$ cat config.mk
export PLATFORM = sky130hd
export DESIGN_NAME = utf8_code_point_decoder
export DESIGN_NICKNAME = d
export VERILOG_FILES = /design/src/utf8d_pkg.sv /design/src/utf8d_step.sv /design/src/utf8d_emit.sv /design/src/utf8_code_point_decoder.sv
export SDC_FILE = /design/constraint.sdc
export NUM_CORES = 1
export LEC_CHECK = 0
export ABC_AREA = 1
export BUFFER_PORTS_ARGS = -buffer_cell sky130_fd_sc_hd__buf_2
export CORE_UTILIZATION = 52
export DETAILED_ROUTE_END_ITERATION = 16
export MAX_ROUTING_LAYER = met4
export PLACE_DENSITY = 0.83
export SLEW_MARGIN = 20
export SYNTH_ARGS = -nofsm -noshare
export SYNTH_HDL_FRONTEND = slang
export SYNTH_SLANG_ARGS = --single-unit
export TNS_END_PERCENT = 100
$ cat constraint.sdc
create_clock -name clock -period 3 [get_ports clock]
set_input_delay 0.6 -clock clock [delete_from_list [all_inputs] [get_ports clock]]
set_output_delay 0.6 -clock clock [all_outputs]
set_load 0.01 [all_outputs]
$ cat src/utf8d_pkg.sv
// ----------------------------------------------------------------------------
// utf8d_pkg
// Shared widths, constants and types of the UTF-8 code point decoder.
// ----------------------------------------------------------------------------
package utf8d_pkg;

   localparam int BYTE_W  = 8;
   localparam int CODE_W  = 21;
   localparam int USED_W  = 3;
   localparam int COUNT_W = 3;
   localparam int RCV_W   = 2;

   localparam logic [CODE_W-1:0] REPLACEMENT_CODE = 21'h00FFFD;

   // what one byte produces: count results, all replacements but the last
   typedef struct packed {
      logic [COUNT_W-1:0] count;
      logic [CODE_W-1:0]  code;
      logic               is_rep;
      logic [USED_W-1:0]  used;
   } desc_type;

endpackage

$ cat src/utf8d_step.sv
// ----------------------------------------------------------------------------
// utf8d_step
// Sequence state and per-byte decode: works out the results one byte causes.
// ----------------------------------------------------------------------------
module utf8d_step (
   input  logic                             clock,
   input  logic                             reset,
   input  logic                             advance,
   input  logic [utf8d_pkg::BYTE_W-1:0]     in_byte,
   input  logic                             end_of_text,
   output utf8d_pkg::desc_type              desc
);

   logic [2:0]                          exp_ff, exp_in;
   logic [utf8d_pkg::RCV_W-1:0]         rcv_ff, rcv_in;
   logic [utf8d_pkg::CODE_W-1:0]        part_ff, part_in;

   logic [2:0]                          ones;
   logic                                is_cont;
   logic                                seq_open;
   logic [utf8d_pkg::CODE_W-1:0]        shifted;
   logic [2:0]                          rcv_next;
   logic [2:0]                          flush;
   logic [utf8d_pkg::BYTE_W-1:0]        lead_mask;
   logic                                good;
   logic [utf8d_pkg::CODE_W-1:0]        good_code;
   logic [utf8d_pkg::USED_W-1:0]        good_used;
   logic [utf8d_pkg::COUNT_W-1:0]       count;

   // leading ones of the byte, capped at five
   always_comb begin
      casez (in_byte)
         8'b0???????: ones = 3'd0;
         8'b10??????: ones = 3'd1;
         8'b110?????: ones = 3'd2;
         8'b1110????: ones = 3'd3;
         8'b11110???: ones = 3'd4;
         default:     ones = 3'd5;
      endcase
   end

   assign is_cont   = (in_byte[7:6] == 2'b10);
   assign seq_open  = (exp_ff != 3'd0);
   assign shifted   = {part_ff[utf8d_pkg::CODE_W-7:0], in_byte[5:0]};
   assign rcv_next  = {1'b0, rcv_ff} + 3'd1;
   assign flush     = seq_open ? {1'b0, rcv_ff} : 3'd0;
   assign lead_mask = 8'hFF >> (ones + 3'd1);

   always_comb begin
      exp_in    = exp_ff;
      rcv_in    = rcv_ff;
      part_in   = part_ff;
      count     = 3'd0;
      good      = 1'b0;
      good_code = '0;
      good_used = 3'd1;
      if (seq_open && is_cont) begin
         if (rcv_next >= exp_ff) begin
            count     = 3'd1;
            good      = 1'b1;
            good_code = shifted;
            good_used = exp_ff;
            exp_in    = 3'd0;
            rcv_in    = '0;
            part_in   = '0;
         end else begin
            rcv_in  = rcv_next[utf8d_pkg::RCV_W-1:0];
            part_in = shifted;
            if (end_of_text) begin
               count   = rcv_next;
               exp_in  = 3'd0;
               rcv_in  = '0;
               part_in = '0;
            end
         end
      end else begin
         // a broken sequence gives one replacement per byte taken so far
         exp_in  = 3'd0;
         rcv_in  = '0;
         part_in = '0;
         case (ones)
            3'd0: begin
               count     = flush + 3'd1;
               good      = 1'b1;
               good_code = {{(utf8d_pkg::CODE_W-utf8d_pkg::BYTE_W){1'b0}}, in_byte};
               good_used = 3'd1;
            end
            3'd2, 3'd3, 3'd4: begin
               if (end_of_text) begin
                  count = flush + 3'd1;
               end else begin
                  count   = flush;
                  exp_in  = ones;
                  rcv_in  = 2'd1;
                  part_in = {{(utf8d_pkg::CODE_W-utf8d_pkg::BYTE_W){1'b0}},
                             in_byte & lead_mask};
               end
            end
            default: begin
               count = flush + 3'd1;
            end
         endcase
      end
   end

   assign desc.count  = count;
   assign desc.code   = good ? good_code : utf8d_pkg::REPLACEMENT_CODE;
   assign desc.is_rep = ~good;
   assign desc.used   = good ? good_used : 3'd1;

   always_ff @(posedge clock) begin
      if (reset) begin
         exp_ff  <= 3'd0;
         rcv_ff  <= '0;
         part_ff <= '0;
      end else if (advance) begin
         exp_ff  <= exp_in;
         rcv_ff  <= rcv_in;
         part_ff <= part_in;
      end
   end

`ifndef SYNTHESIS
   a_closed_clean: assert property (@(posedge clock) disable iff (reset)
      (exp_ff == 3'd0) |-> (rcv_ff == '0 && part_ff == '0))
      else $error("closed sequence holds leftover state");

   a_open_sane: assert property (@(posedge clock) disable iff (reset)
      (exp_ff != 3'd0) |->
         ((exp_ff == 3'd2 || exp_ff == 3'd3 || exp_ff == 3'd4) &&
          rcv_ff != '0 && {1'b0, rcv_ff} < exp_ff))
      else $error("open sequence length or byte count out of range");
`endif

endmodule

$ cat src/utf8d_emit.sv
// ----------------------------------------------------------------------------
// utf8d_emit
// Result register: plays out the replacements and final result of one byte.
// ----------------------------------------------------------------------------
module utf8d_emit (
   input  logic                  clock,
   input  logic                  reset,
   input  logic                  load,
   input  utf8d_pkg::desc_type   desc,
   output logic                  load_ready,
   output logic                  rsp_tvalid,
   input  logic                  rsp_tready,
   output logic [23:0]           rsp_tdata,   // code_point[20:0], bytes_used[23:21]
   output logic                  rsp_tuser,   // is_replacement
   output logic                  rsp_tlast    // last_of_run
);

   logic                                busy_ff, busy_in;
   logic [utf8d_pkg::COUNT_W-1:0]       left_ff, left_in;
   logic [utf8d_pkg::CODE_W-1:0]        code_ff;
   logic                                rep_ff;
   logic [utf8d_pkg::USED_W-1:0]        used_ff;
   logic                                fire;
   logic                                final_one;

   assign fire       = busy_ff && rsp_tready;
   assign final_one  = (left_ff == 3'd1);
   assign load_ready = !busy_ff || (final_one && rsp_tready);

   always_comb begin
      busy_in = busy_ff;
      left_in = left_ff;
      if (load) begin
         busy_in = 1'b1;
         left_in = desc.count;
      end else if (fire) begin
         busy_in = !final_one;
         left_in = left_ff - 3'd1;
      end
   end

   always_ff @(posedge clock) begin
      if (reset) begin
         busy_ff <= 1'b0;
         left_ff <= '0;
      end else begin
         busy_ff <= busy_in;
         left_ff <= left_in;
      end
   end

   always_ff @(posedge clock) begin
      if (load) begin
         code_ff <= desc.code;
         rep_ff  <= desc.is_rep;
         used_ff <= desc.used;
      end
   end

   // earlier results of a run are always replacements
   assign rsp_tvalid = busy_ff;
   assign rsp_tlast  = final_one;
   assign rsp_tdata  = final_one ? {used_ff, code_ff} : {3'd1, utf8d_pkg::REPLACEMENT_CODE};
   assign rsp_tuser  = final_one ? rep_ff : 1'b1;

`ifndef SYNTHESIS
   a_left_range: assert property (@(posedge clock) disable iff (reset)
      busy_ff |-> (left_ff != '0 && left_ff <= 3'd4))
      else $error("result count out of range");

   a_run_continues: assert property (@(posedge clock) disable iff (reset)
      (busy_ff && rsp_tready && left_ff > 3'd1) |=> (busy_ff && left_ff == $past(left_ff) - 3'd1))
      else $error("run of results cut short");
`endif

endmodule

$ cat src/utf8_code_point_decoder.sv
// ----------------------------------------------------------------------------
// utf8_code_point_decoder
// Timing: a byte's handshake fills the input register, and its results are then
// offered from the result register once that register can load them.
// Throughput: one byte per cycle while the result register is free; a byte
// with n results holds that register until all n are taken, while the next
// byte with results waits in the input register (no-result bytes never wait).
// Reset: synchronous; clears the open sequence and both valid registers.
// ----------------------------------------------------------------------------
module utf8_code_point_decoder (
   input  logic         clock,
   input  logic         reset,
   input  logic         req_tvalid,
   output logic         req_tready,
   input  logic [7:0]   req_tdata,    // in_byte[7:0]
   input  logic         req_tlast,    // end_of_text
   output logic         rsp_tvalid,
   input  logic         rsp_tready,
   output logic [23:0]  rsp_tdata,    // code_point[20:0], bytes_used[23:21]
   output logic         rsp_tuser,    // is_replacement
   output logic         rsp_tlast     // last_of_run
);

   logic                             in_valid_ff, in_valid_in;
   logic [utf8d_pkg::BYTE_W-1:0]     in_byte_ff;
   logic                             in_eot_ff;
   logic                             advance;
   logic                             load;
   logic                             load_ready;
   logic                             take;
   utf8d_pkg::desc_type              desc;

   // a byte with no results only moves the sequence state
   assign advance    = in_valid_ff && ((desc.count == '0) || load_ready);
   assign load       = advance && (desc.count != '0);
   assign req_tready = !in_valid_ff || advance;
   assign take       = req_tvalid && req_tready;

   always_comb begin
      in_valid_in = in_valid_ff;
      if (take) begin
         in_valid_in = 1'b1;
      end else if (advance) begin
         in_valid_in = 1'b0;
      end
   end

   always_ff @(posedge clock) begin
      if (reset) begin
         in_valid_ff <= 1'b0;
      end else begin
         in_valid_ff <= in_valid_in;
      end
   end

   always_ff @(posedge clock) begin
      if (take) begin
         in_byte_ff <= req_tdata;
         in_eot_ff  <= req_tlast;
      end
   end

   utf8d_step u_step (
      .clock       (clock),
      .reset       (reset),
      .advance     (advance),
      .in_byte     (in_byte_ff),
      .end_of_text (in_eot_ff),
      .desc        (desc)
   );

   utf8d_emit u_emit (
      .clock      (clock),
      .reset      (reset),
      .load       (load),
      .desc       (desc),
      .load_ready (load_ready),
      .rsp_tvalid (rsp_tvalid),
      .rsp_tready (rsp_tready),
      .rsp_tdata  (rsp_tdata),
      .rsp_tuser  (rsp_tuser),
      .rsp_tlast  (rsp_tlast)
   );

endmodule
Word level (Yosys, flattened, before mapping)

Index checks and enable logic that the tools add are counted.

Add/subtract/negate cells: 4
Magnitude comparators: 1
Multiply operators: 0
Equality and inequality tests: 9
Div/mod/pow operators: 0
Shift-type cells: 1
Multiplexer cells: 36
Bitwise operators: 3
Reductions and logical operators: 21

Operators by type and width:

| kind                  | count |
|---|---|
| $mux W15              | 4 |
| $mux W21              | 2 |
| $mux W3               | 12 |
| $mux W24              | 1 |
| $mux W8               | 2 |
| $pmux W3 S5           | 1 |
| $mux W2               | 5 |
| $mux W1               | 9 |
| $and A8 B8 Y8         | 1 |
| $shr A8 B3 Y8 const A | 1 |
| $add A3 B1 Y3 const B | 2 |
| $eq A3 B2 Y1 const B  | 2 |
| $eq A3 B3 Y1 const B  | 2 |
| $logic_and A1 B1 Y1   | 6 |
| $logic_not A3 Y1      | 2 |
| $reduce_bool A3 Y1    | 2 |
| $eq A5 B5 Y1 const B  | 1 |
| $eq A4 B4 Y1 const B  | 1 |
| $reduce_bool A2 Y1    | 2 |
| $add A2 B1 Y3 const B | 1 |
| $eq A3 B1 Y1 const B  | 1 |
| $ge A3 B3 Y1          | 1 |
| $logic_not A1 Y1      | 3 |
| $logic_or A1 B1 Y1    | 3 |
| other kinds (7)       | 8 |

Output and inout port bits: 28
RAM bits: 0
Latch bits: 0
Memory bits (read-only): 0
Bits in registers: 59
Memories: 0

Longest topological paths before layout

Depth in word-level cells: 12
Depth in mapped cells: 17
Mapped depth without buffers: 17

Hierarchy

A second synthesis with hierarchy kept.

Cell total of the unflattened synthesis: 353
Area, all modules: 3,083.0 um^2

By module, submodules not included:

| module                  | instances | sequential area each (um^2) | cells each | area an instance (um^2) |
|---|---|---|---|---|
| utf8d_step              | 1         | 400.4                       | 237        | 1,530.2 |
| utf8d_emit              | 1         | 830.8                       | 94         | 1,186.1 |
| utf8_code_point_decoder | 1         | 290.3                       | 22         | 366.6 |

Worst setup path before layout

Ideal clock, no wire load.

Kind: reg2reg
From: register in_byte_ff[7] in the netlist's numbering
To: register u_emit.code_ff[0] in the netlist's numbering, enable pin
Cell stages (with the launch flop): 15
Data required time: 2.620 ns
Path buffers: 0
Slack: 0.146 ns
Arrival: 2.475 ns
Path through: edfxtp_1 > nand2_1 > nor2_1 > nor3_1 > inv_1 > ha_1 > nand2_2 > nand3_4 > nand2_1 > nand3_1 > nand2_1 > nor2_4 > nand2_4 > nand3_2 > inv_1

Cells in the longest elaborated chain, start to end: 10

RTL lines:

| element                                      | RTL line                      | text |
|---|---|---|
| from (decl)                                  | utf8_code_point_decoder.sv:25 | `logic [utf8d_pkg::BYTE_W-1:0] in_byte_ff;` |
| from (signal assigned)                       | utf8_code_point_decoder.sv:58 | `in_byte_ff <= req_tdata;` |
| $eq A5 B5 Y1 (tied with other cells)         | utf8d_step.sv:32              | `casez (in_byte)` |
| $pmux W3 S5                                  | utf8d_step.sv:32              |  |
| $eq A3 B2 Y1 or $eq A3 B3 Y1 (tied branches) | utf8d_step.sv:81              | `case (ones)` |
| $reduce_or A3 Y1                             | utf8d_step.sv:81              |  |
| $mux W3                                      | --                            |  |
| $mux W3 (*)                                  | utf8d_step.sv:57              | `if (seq_open && is_cont) begin` |
| $logic_not A3 Y1                             | utf8_code_point_decoder.sv:34 | `assign advance = in_valid_ff && ((desc.count == '0) \|\| load_ready);` |
| $logic_or A1 B1 Y1                           | utf8_code_point_decoder.sv:34 |  |
| $logic_and A1 B1 Y1                          | utf8_code_point_decoder.sv:34 |  |
| $logic_and A1 B1 Y1 (*)                      | utf8_code_point_decoder.sv:35 | `assign load = advance && (desc.count != '0);` |
| named net load                               | utf8_code_point_decoder.sv:28 | `logic load;` |
| to (signal assigned)                         | utf8d_emit.sv:54              | `code_ff <= desc.code;` |
| to (decl)                                    | utf8d_emit.sv:20              | `logic [utf8d_pkg::CODE_W-1:0] code_ff;` |

The timed path passes the listed nets; every way through them passes the cells marked *.
A chain may end at the register's enable or synchronous reset.

Final worst setup path

From: register in_byte_ff[7] in the netlist's numbering
To: output port req_tready

Cells in the longest elaborated chain, start to end: 10

RTL lines:

| element                                      | RTL line                      | text |
|---|---|---|
| $eq A5 B5 Y1 (tied with other cells)         | utf8d_step.sv:32              |  |
| $pmux W3 S5                                  | utf8d_step.sv:32              |  |
| $eq A3 B2 Y1 or $eq A3 B3 Y1 (tied branches) | utf8d_step.sv:81              |  |
| $reduce_or A3 Y1                             | utf8d_step.sv:81              |  |
| $mux W3                                      | --                            |  |
| $mux W3 (*)                                  | utf8d_step.sv:57              |  |
| $logic_not A3 Y1 (*)                         | utf8_code_point_decoder.sv:34 |  |
| $logic_or A1 B1 Y1 (*)                       | utf8_code_point_decoder.sv:34 |  |
| $logic_and A1 B1 Y1 (*)                      | utf8_code_point_decoder.sv:34 |  |
| $logic_or A1 B1 Y1 (*)                       | utf8_code_point_decoder.sv:36 | `assign req_tready = !in_valid_ff \|\| advance;` |
| to (decl)                                    | utf8_code_point_decoder.sv:14 | `output logic req_tready,` |

Every way passes the cells marked *; elsewhere a longest branch is shown, timed or not.

==> results.tsv <==
stage	metric	value	unit
setup_path	WP data required	2400	ps
grt	gr usage total	24.3	%
die	Die H	78.9	µm
cells_and_area	antenna cells	0	
logic_synthesis	Post-Syn Area	3070	µm²
setup_path	most frequent CP cell	nand2_2	
logic_synthesis	Synth Area in Compound Gates	9.61	%
logic_synthesis	EDFF count, synth	34	
setup_path	Worst path slowest cell	edfxtp_1	
grt	vias in the first global route	2571	
logic_synthesis	Mapped Nets	392	
hold_path	Worst Hold Class	in -> reg	
timing	Hold Fails Final Rpt	0	
placed_design	dpl hpwl	4.48	mm
cells_and_area	Net count, final	456	
route	vias per cell	5.26	
route	Detailed Routing Iterations Pass 1	4	
logic_synthesis	Post-Synthesis Cells	366	
route	DR WL/cell	13.8	µm
clock_tree	clk_lat worst skew	340	ps
cells_and_area	register area	1520	µm²
route	DRC	0	
route	routed via count	2668	
placed_design	IO Port Bufs	40	
status	status	finished, final reports clean	
clock_tree	H-tree levels	3	
route	initial DRC count	154	
clock_tree	CTS Buf Count	9	
setup_path	CP endpoint kind	output pin	
cells_and_area	multi-input gate area in the final layout	1390	µm²
power	Sw Ratio	28.8	%
power	Cell Pwr Density	544	nW/µm²
timing	Layout Skew	5.15	ps
logic_synthesis	mux share of post-synthesis cell area	0	%
logic_synthesis	Main synth FF type	edfxtp_1	
power	Clock Power Share	32.9	%
route	post-detailed-routing wire length	7.00	mm
setup_path	largest stage delay on the critical path	420	ps
clock_tree	Clock Sinks	59	
clock_tree	TritonCTS clock tree	built	
clock_tree	Root Buffer	clkbuf_8	
power	Pint	1470	µW
timing	FMAX	0.334	GHz
clock_tree	CTS clk-pin slew, worst paths	60	ps
cells_and_area	Layout Cells excl Fill	507	
die	Core Area	5610	µm²
die	Top Ports	41	
power	Comb power frac	20.7	%
cells_and_area	fillcell total	455	
logic_synthesis	Post-Synth Simple-Gate Area	25.7	%
die	DIE AREA	6220	µm²
logic_synthesis	main combinational cell family by area after synthesis	simple AND/OR/NAND/NOR gates	
timing	relative slew slack	65.5	%
setup_path	critical path launch point type	register	
setup_path	crit path max fanout	4	
die	Initial Util	54.8	%
grt	GRT overflow	0	
logic_synthesis	Ys Warns	0	
timing	Period minus WS final	2990	ps
logic_synthesis	post-synthesis xor/xnor area fraction	0.570	%
logic_synthesis	library cells used by synthesis	34	
cells_and_area	layout cells sized above 1	29.2	%
setup_path	Crit Path Class	reg -> out	
grt	first-pass GRT wire length	11.2	mm
placed_design	routability cong.	0.991	
setup_path	CP arrival	2390	ps
logic_synthesis	sequential share of the synthesized area	49.5	%
timing	final setup violation count	0	
die	Die W	78.9	µm
die	row cnt	27	
logic_synthesis	adder-cell share of the synthesized area	5.30	%
grt	antenna violations before repair	0	
setup_path	crit path cell chain	nand2_2, nor2_2, nor3_2, inv_2, ha_1, nand2_2, nand3_4, nand2_2, nand3_2, nand2_4, nor2_4, nand2_4, nand3_4, buf_6	
logic_synthesis	Syn Area/Cell	8.39	µm²
clock_tree	Hold-fix buffers, CTS	0	
logic_synthesis	FF+latch count, synth	59	
cells_and_area	commonest non-fill, non-tap cell in the layout	nor2_1	
timing	Final period util	99.8	%
power	sequential share of power	46.4	%
cells_and_area	Syn-to-layout area delta	23.7	%
grt	largest net degree at the start of global routing	27	
power	Lkg Pwr	0.00167	µW
power	Power, Total	2070	µW
timing	Slew Viols, Final	0	
cells_and_area	commonest cells after routing, fill and taps aside	nor2_1, inv_1, nand2_1, buf_2, edfxtp_1	
setup_path	R2R setup slack	160	ps
placed_design	DP Cell Count	475	
power	Net Sw Power	596	µW
job	Max Cap Viol	0	
clock_tree	CTS max path bufs	2	
logic_synthesis	Synth async-reset ratio	0	%
route	post-route ant nets	0	
timing	RSZ-0062 raised after global routing	yes	
power	Peak VDD IR	0.339	mV
timing	Slew @ Worst Pin	517	ps
==> flip-flops by register name, indices dropped and copies added, names as in the netlist <==
register           flops
u_step.exp_ff          3
u_emit.rep_ff          1
u_emit.left_ff         3
u_emit.code_ff        21
u_emit.used_ff         3
u_step.part_ff        15
in_eot_ff              1
u_emit.rsp_tvalid      1
u_step.rcv_ff          2
in_byte_ff             8
in_valid_ff            1
==> synth_stat cells, drive strengths merged (2+ instances only) <==
master | instances | area share [%]
nand4 | 4 | 1.0
clkbuf | 8 | 0.98
o21ai | 28 | 4.6
edfxtp | 34 | 33
xor2 | 2 | 0.57
dfxtp | 25 | 16
o22ai | 2 | 0.41
buf | 2 | 0.73
nor2 | 69 | 8.7
o21bai | 2 | 0.49
nand3 | 15 | 3.3
a21oi | 11 | 2.5
nor3 | 3 | 0.49
a32oi | 2 | 0.57
nand2 | 61 | 8.3
ha | 13 | 5.3
or2 | 17 | 3.5
inv | 61 | 7.5
==> power by group through the flow <==
stage / clock network (µW) / logic [µW] / registers, µW
finish: 681 / 427 / 959
global route: 716 / 479 / 964
floorplan: 0 / 267 / 967
CTS: 681 / 393 / 957
global placement: 0 / 351 / 972
detailed placement: 0 / 366 / 976
==> path summary, 6_finish.rpt <==
path / from / to / depth (start not counted)
min reg2reg: u_step.exp_ff[1] / u_step.exp_ff[1] / 2
max: in_byte_ff[7] / req_tready / 14
min: req_tdata[4] / in_byte_ff[4] / 1
max reg2reg: in_byte_ff[7] / u_step.part_ff[10] / 16
==> metrics by stage <==
| stage | setup TNS [ps] | utilization, % | instance area (µm²) | setup slack (ps) | hold slack (ps) |
|---|---|---|---|---|---|
| 2_1_floorplan | 0 | - | 3070 | 146 | 453 |
| 3_5_place_dp | 0 | 60.2 | 3370 | 67.7 | 473 |
| 5_1_grt | -104 | 67.8 | 3800 | -104 | 428 |
| 6_report | 0 | 67.8 | 3800 | 5.68 | 437 |
| 3_3_place_gp | 0 | 60.2 | 3370 | 223 | 465 |
| 4_1_cts | 0 | 65.4 | 3670 | 17.5 | 430 |
==> routing by layer <==
layer	global-route usage (%)	vias up	part of all wire [%]
met3	6.21	33	5.8
met5	-	-	0
met1	26.9	1227	41
li1	-	1304	-
met4	13.3	0	3.9
met2	40.1	104	50
==> timing repair <==
item,CTS,global route
resized for setup,10,18
setup endpoints to repair,1,7
buffers inserted,10,6
pin swaps,3,9
==> final cells by class <==
type                       instances  area share [%]
inverter                          62            6.12
tap                               72            2.37
multi-input combinational        235            36.5
clock buffer                      12            3.55
timing repair buffer              63            10.3
clock inverter                     4            1.12
sequential                        59            40.1
==> critical path: cells and delay by family (launching register included) <==
kind                     cells  cell delay (ps)
adder cells (fa/ha/maj)      1              220
buffers and inverters        2              240
flip-flops                   1              420
AND/OR/NAND/NOR             11             1160
==> cells by family (layout without fill, tap and decap cells) <==
kind of cell    count (synthesis)  count (layout)
simple gates                  171             171
buf+inv                        72             141
flops                          59              59
compound gates                 49              49
fa+ha+maj                      13              13
xor+xnor                        2               2
Note: power is estimated with default switching activity, not from simulation.
